--- config.mk ---
export PLATFORM = sky130hd
export DESIGN_NAME = ats_ctrl
export DESIGN_NICKNAME = d
export VERILOG_FILES = /design/src/ats_pkg.sv /design/src/ats_ctrl.sv
export SDC_FILE = /design/constraint.sdc
export NUM_CORES = 1
export LEC_CHECK = 0
export BUFFER_PORTS_ARGS = -buffer_cell sky130_fd_sc_hd__buf_2
export CORE_AREA = 4 4 41 43
export CTS_BUF_LIST = sky130_fd_sc_hd__clkbuf_8
export DETAILED_ROUTE_END_ITERATION = 10
export DIE_AREA = 0 0 45 47
export PLACE_DENSITY = 0.69
export SLEW_MARGIN = 20
export SYNTH_ARGS = -nofsm -noshare
export SYNTH_HDL_FRONTEND = slang
export SYNTH_SLANG_ARGS = --single-unit
--- constraint.sdc ---
create_clock -name i_clk -period 1.5 [get_ports i_clk]
set_input_delay 0.3 -clock i_clk [delete_from_list [all_inputs] [get_ports i_clk]]
set_output_delay 0.3 -clock i_clk [all_outputs]
set_load 0.02 [all_outputs]
--- src/ats_pkg.sv ---
// ----------------------------------------------------------------------------
// ats_pkg
// Shared types, widths and constants for the ATR ratchet trailing stop core.
// ----------------------------------------------------------------------------
`default_nettype none

package ats_pkg;

    // field widths
    localparam int PRICE_W   = 32;
    localparam int STOP_W    = 34;
    localparam int WEIGHT_W  = 16;
    localparam int FACTOR_W  = 16;
    localparam int CFG_IDX_W = 2;
    localparam int CFG_DAT_W = 16;

    // smoother chain: true range enters in Q24.16
    localparam int SMOOTH_STAGES = 6;
    localparam int FRAC_EXT      = 8;
    localparam int STAGE_W       = PRICE_W + FRAC_EXT;
    localparam int STAGE_CNT_W   = $clog2(SMOOTH_STAGES);
    localparam int DIFF_W        = STAGE_W + 1;
    localparam int PROD_W        = DIFF_W + WEIGHT_W + 1;

    // t3 combination with b = 0.5, scaled by 8
    localparam int T3_K_OUTER = 27;
    localparam int T3_K_INNER = 9;
    localparam int T3_TAP     = SMOOTH_STAGES - 4;
    localparam int T3_W       = STAGE_W + 7;
    localparam int T3_SHIFT   = 11;
    localparam int RNG_WIDE_W = T3_W - T3_SHIFT;

    // offset = range * factor in Q4.12
    localparam int OFF_SHIFT  = 12;
    localparam int OFF_PROD_W = PRICE_W + FACTOR_W;
    localparam int OFF_W      = OFF_PROD_W + 1 - OFF_SHIFT;
    localparam int SUM_W      = OFF_W + 2;

    // register indexes
    localparam logic [CFG_IDX_W-1:0] CFG_EMA_WEIGHT   = 2'd0;
    localparam logic [CFG_IDX_W-1:0] CFG_RANGE_FACTOR = 2'd1;
    localparam logic [CFG_IDX_W-1:0] CFG_HOLD         = 2'd2;

    // register reset values
    localparam logic [WEIGHT_W-1:0] EMA_WEIGHT_RST   = 16'd13107;
    localparam logic [FACTOR_W-1:0] RANGE_FACTOR_RST = 16'd10240;

    typedef enum logic [3:0] {
        ST_IDLE,
        ST_RANGE,
        ST_MUL,
        ST_ACC,
        ST_T3_DIFF,
        ST_T3_SUM,
        ST_CLAMP,
        ST_OFF_MUL,
        ST_OFF_ROUND,
        ST_STOP,
        ST_OUT
    } t_ats_state;

    // controller to datapath
    typedef struct packed {
        logic load;
        logic range;
        logic mul;
        logic acc;
        logic t3_diff;
        logic t3_sum;
        logic clamp;
        logic off_mul;
        logic off_round;
        logic stop;
        logic out_load;
    } t_ats_cmd;

    // datapath to controller
    typedef struct packed {
        logic is_start;
    } t_ats_status;

    // clamp a wide signed sum into the stop range
    function automatic logic signed [STOP_W-1:0] sat_stop(input logic signed [SUM_W-1:0] v);
        logic fits;
        fits = (v[SUM_W-1:STOP_W-1] == '0) || (v[SUM_W-1:STOP_W-1] == '1);
        if (fits) begin
            sat_stop = v[STOP_W-1:0];
        end else if (v[SUM_W-1]) begin
            sat_stop = {1'b1, {(STOP_W-1){1'b0}}};
        end else begin
            sat_stop = {1'b0, {(STOP_W-1){1'b1}}};
        end
    endfunction

endpackage

`default_nettype wire

--- src/ats_ctrl.sv ---
// ----------------------------------------------------------------------------
// ats_ctrl
// Sequencer for one bar: range, six smoother steps, t3, offset, stops, output.
// ----------------------------------------------------------------------------
`default_nettype none

module ats_ctrl
    import ats_pkg::*;
(
    input  wire logic        i_clk,
    input  wire logic        i_rst_n,
    input  wire logic        i_in_valid,
    output logic             o_in_ready,
    output logic             o_out_valid,
    input  wire logic        i_out_ready,
    input  wire t_ats_status i_status,
    output t_ats_cmd         o_cmd
);

    localparam logic [STAGE_CNT_W-1:0] CNT_LAST = STAGE_CNT_W'(SMOOTH_STAGES - 1);

    t_ats_state              r_state, n_state;
    logic [STAGE_CNT_W-1:0]  r_cnt, n_cnt;
    logic                    r_out_valid;
    logic                    w_out_free;

    // output register can take a new result
    assign w_out_free = !r_out_valid || i_out_ready;

    // state and counter registers
    always_ff @(posedge i_clk) begin
        if (!i_rst_n) begin
            r_state <= ST_IDLE;
            r_cnt   <= '0;
        end else begin
            r_state <= n_state;
            r_cnt   <= n_cnt;
        end
    end

    // next state
    always_comb begin
        n_state = r_state;
        n_cnt   = r_cnt;
        unique case (r_state)
            ST_IDLE: begin
                if (i_in_valid) n_state = ST_RANGE;
            end
            ST_RANGE: begin
                n_cnt   = '0;
                n_state = i_status.is_start ? ST_T3_DIFF : ST_MUL;
            end
            ST_MUL: begin
                n_state = ST_ACC;
            end
            ST_ACC: begin
                if (r_cnt == CNT_LAST) begin
                    n_state = ST_T3_DIFF;
                end else begin
                    n_cnt   = r_cnt + 1'b1;
                    n_state = ST_MUL;
                end
            end
            ST_T3_DIFF:   n_state = ST_T3_SUM;
            ST_T3_SUM:    n_state = ST_CLAMP;
            ST_CLAMP:     n_state = i_status.is_start ? ST_OUT : ST_OFF_MUL;
            ST_OFF_MUL:   n_state = ST_OFF_ROUND;
            ST_OFF_ROUND: n_state = ST_STOP;
            ST_STOP:      n_state = ST_OUT;
            ST_OUT: begin
                if (w_out_free) n_state = ST_IDLE;
            end
            default:      n_state = ST_IDLE;
        endcase
    end

    // command outputs
    always_comb begin
        o_cmd      = '0;
        o_in_ready = 1'b0;
        unique case (r_state)
            ST_IDLE: begin
                o_in_ready = 1'b1;
                o_cmd.load = i_in_valid;
            end
            ST_RANGE:     o_cmd.range     = 1'b1;
            ST_MUL:       o_cmd.mul       = 1'b1;
            ST_ACC:       o_cmd.acc       = 1'b1;
            ST_T3_DIFF:   o_cmd.t3_diff   = 1'b1;
            ST_T3_SUM:    o_cmd.t3_sum    = 1'b1;
            ST_CLAMP:     o_cmd.clamp     = 1'b1;
            ST_OFF_MUL:   o_cmd.off_mul   = 1'b1;
            ST_OFF_ROUND: o_cmd.off_round = 1'b1;
            ST_STOP:      o_cmd.stop      = 1'b1;
            ST_OUT:       o_cmd.out_load  = w_out_free;
            default:      o_cmd           = '0;
        endcase
    end

    // result valid flag
    always_ff @(posedge i_clk) begin
        if (!i_rst_n) begin
            r_out_valid <= 1'b0;
        end else if (o_cmd.out_load) begin
            r_out_valid <= 1'b1;
        end else if (i_out_ready) begin
            r_out_valid <= 1'b0;
        end
    end

    assign o_out_valid = r_out_valid;

endmodule

`default_nettype wire

== Yosys cells after proc, flatten, opt, wreduce, memory -nomap -nowiden ==
Cells that the tools add are included.
Word-level totals
  register bits after elaboration: 8
  word-level logic and storage cells: 47
  bits of input ports: 5
  output and inout port bits: 13
Operators by class
  reduce and logical (&&, ||, !) cells: 7
  add/subtract/negate cells: 1
  mux-type cells: 22
  eq/ne operators: 14
Operator list (count)
  one-hot mux 4 bit (11 select lines): 1
  == test 4 x 3 -> 1 bit, second input constant: 4
  two-way mux 1 bit: 14
  == test 4 bit, second input constant: 3
  two-way mux 4 bit: 3
  two-way mux 3 bit: 3
  == test 4 x 2 -> 1 bit, second input constant: 2
  != test 2 bit, second input constant: 3
  one-hot mux 3 bit (2 select lines): 1
  == test 4 x 1 -> 1 bit, second input constant: 1
  zero test 4 bit: 1
  AND reduction 2 bit: 2
  nonzero test 2 bit: 2
  adder 3 x 1 -> 3 bit, second input constant: 1
  == test 3 bit, second input constant: 1
  zero test 1 bit: 1
  logical OR 1 bit: 1

== Longest topological paths before layout ==
  depth after elaboration: 4
  mapped depth: 5
  mapped depth without buffers: 5

== Worst setup path after synthesis ==
OpenSTA, ideal clock, no wires.
  path kind: flip-flop to output port
  start point: register r_state[2]
  end point: output port o_cmd[10] (netlist name)
  slack: -0.425 ns
  required time: 1.200 ns
  stages on the path, launching flop included: 4
  arrival time: 1.625 ns
  path through: dfxtp_1 -> clkbuf_1 -> nor4_1 -> and2_1
RTL lines
  start, declared: RTL line ats_ctrl.sv:22  | t_ats_state r_state, n_state;
  start signal, assigned: RTL line ats_ctrl.sv:36  | r_state <= n_state;
  end, declared: RTL line ats_ctrl.sv:17  | output t_ats_cmd o_cmd

==> flow_summary.json <==
{
  "grt_overflow": 0,
  "via_per_inst": 5.51,
  "port_buffers": 17,
  "path_max_fanout": 7,
  "cts_sinks": 8,
  "tightest_slew_ns": 0.307,
  "post-route-min-period_ns": 1.57,
  "ys_seq_elements": 8,
  "synth_most_common_cell": "dfxtp_1",
  "multi_input_area_sq_um": 463,
  "rsz0062_at_grt": "true",
  "clk_path_buf_depth": 2,
  "p_leak_nw": 0.429,
  "relSlewSlack_pct": 79.3,
  "worst_clock_skew_ns": 0.000620,
  "r2r_slack_ns": 0.01,
  "status": "finished, violations left",
  "detail_route.wl_per_cell_um": 15.8,
  "slew_violations": 0,
  "pre_cts_ws_ns": -0.0463,
  "cap_violations": 0,
  "finalWorstSetupSlack_ns": -0.0684,
  "hold_path_end": "r_state[1]",
  "cts-root-buf": "clkbuf_8",
  "setup_viol": 3,
  "cts_hold_repair.buffers": 0,
  "final_nets": 113,
  "die_h_um": 47,
  "firstDrtPassIters": 4,
  "clock.fmax_mhz": 638,
  "period_share_pct": 105,
  "tritoncts": "done",
  "synth_area_leaders": "dfxtp_1 30%, nor3_1 5.6%, ha_1 4.7%",
  "grt_pass1_wl_um": 2840,
  "yosysWarnings": 0,
  "htreeDepth": 1,
  "grt_pass1_vias": 643,
  "register_area_sq_um": 171,
  "timing_hold_violations_final": 0,
  "routed_wl_um": 1880,
  "track_usage_pct": 18.9,
  "synth.top_cell.area_share_pct": 29.8,
  "power_per_cell_area_mw_per_mm2": 748,
  "final_area_sq_mm": 0.00101,
  "drive_gt1_share_pct": 65.4,
  "initial_utilization_pct": 41.3,
  "postLayoutCoreUtil_pct": 77.6,
  "hold_path.class": "in2reg",
  "cts_buffers": 3,
  "fillers": 94,
  "violations": "setup timing",
  "r2r_cells": 4,
  "drc": 0,
  "syn_inst": 68,
  "total_power_mw": 0.756,
  "drt_iter0_drc": 12,
  "async_reset_ff_share_pct": 0,
  "dpl_cell_area_sq_um": 709,
  "yosysTopAreaCell": "dfxtp_1",
  "antenna_found_initial": 0,
  "gp_congestion": 0.731,
  "synth_ff_type": "dfxtp_1",
  "syn2layout_area_growth_pct": 87.7,
  "min_path_cells": 2,
  "grt_max_degree": 11,
  "path_clk_slew_ns": 0.04,
  "crit_path_start_kind": "register",
  "syn_area_sq_um": 538,
  "stdcell_count": 119,
  "die_x_um": 45,
  "timing.rr.start": "r_state[2]",
  "fin_hold_ws_ns": 0.337,
  "required_ns": 1.20,
  "crit_type": "reg2out",
  "synth_edf_count": 0,
  "antenna-diode-count": 0,
  "r2r-end": "r_cnt[1]",
  "clkLatencyLatePin_ns": 0.23,
  "ir_drop_v": 0.000665,
  "dp_hpwl_um": 1140,
  "worstPathArrival_ns": 1.27,
  "synthTopCellsByCount": "8 x dfxtp_1, 6 x nor2_1, 6 x nor3_1",
  "ys_seq_area_share_pct": 29.8,
  "placed_cells": 103,
  "ios": 18,
  "vias": 656,
  "std_cell_rows": 13,
  "dieArea_sq_mm": 0.00212,
  "synth_nets": 75,
  "end_kind": "primary output",
  "synth.avg_cell_area_sq_um": 7.91,
  "core_area_sq_mm": 0.00130,
  "hp-start": "i_rst_n",
  "tns_ns": -0.0722,
  "synth.distinct_cells": 28,
  "antenna_left": 0
}
## sequential cells by signal, indices dropped and copies added (netlist names)
name / count
r_state: 4
r_cnt: 3
o_out_valid: 1
## how the worst max path moves through the flow
stage | slack [ns] | endpoint | start | depth (start not counted)
detailed placement | -0.05 | r_cnt[1] | r_cnt[1] | 5
CTS | -0.06 | o_cmd[10] | r_state[1] | 4
global route | -0.11 | o_cmd[10] | r_state[2] | 4
global placement | 0.05 | r_cnt[0] | r_cnt[1] | 5
finish | -0.07 | o_cmd[10] | r_state[2] | 4
floorplan | -0.07 | o_cmd[10] | r_state[2] | 3
## layout by cell type, fill, tap and decap left out, drive strengths merged
cell type / n
nor4: 2
o21a: 2
and4bb: 1
a21oi: 4
or3: 1
nor3b: 1
and3: 1
a221o: 1
and4b: 1
o21ai: 4
a21boi: 1
clkbuf: 3
nor3: 6
o31a: 1
nor2b: 2
buf: 37
o31ai: 1
or4b: 2
ha: 2
nand2: 2
dfxtp: 8
inv: 3
nor2: 6
nand2b: 4
and2: 1
a211oi: 3
or3b: 3
a21o: 1
## cells by family (layout without fill, tap and decap cells)
kind of cell | Yosys count | in the layout | synth area share, %
buf+inv | 7 | 43 | 4.88
flops | 8 | 8 | 29.8
fa+ha+maj | 2 | 2 | 4.65
compound gates | 18 | 18 | 22.1
simple gates | 33 | 33 | 38.6
## per-layer routing
metal	GRT usage [%]	share of wire (%)	vias to the layer above
met3	6.90	3.5	0
li1	-	-	321
met2	35.6	56	12
met1	19.7	40	323
met4	5.26	0	0
met5	0	0	-
## worst max-delay path: stages, from the launching register on
cell     delay, ns
dfxtp_4       0.35
buf_8         0.13
nor4_4        0.28
and2_4        0.18
buf_6         0.11
## report_power, final
part	leakage [nW]	switching (mW)	internal [mW]
logic	0.340	0.125	0.138
clock network	0.0216	0.0842	0.174
registers	0.0677	0.0125	0.222
total	0.429	0.221	0.534
## final cells by class
| type | count | area share, % |
|---|---|---|
| Clock buffer | 3 | 4.09 |
| Multi-Input combinational cell | 53 | 45.8 |
| Timing Repair Buffer | 37 | 30.1 |
| Tap cell | 15 | 1.86 |
| Sequential cell | 8 | 17.0 |
| Inverter | 3 | 1.12 |
## repair_timing
item | CTS | global route
resized for setup | 23 | 26
pin swaps | 5 | 4
endpoints found under the setup margin | 13 | 12
buffers inserted | 8 | 5
No activity file was read; power rests on OpenSTA's default activity.
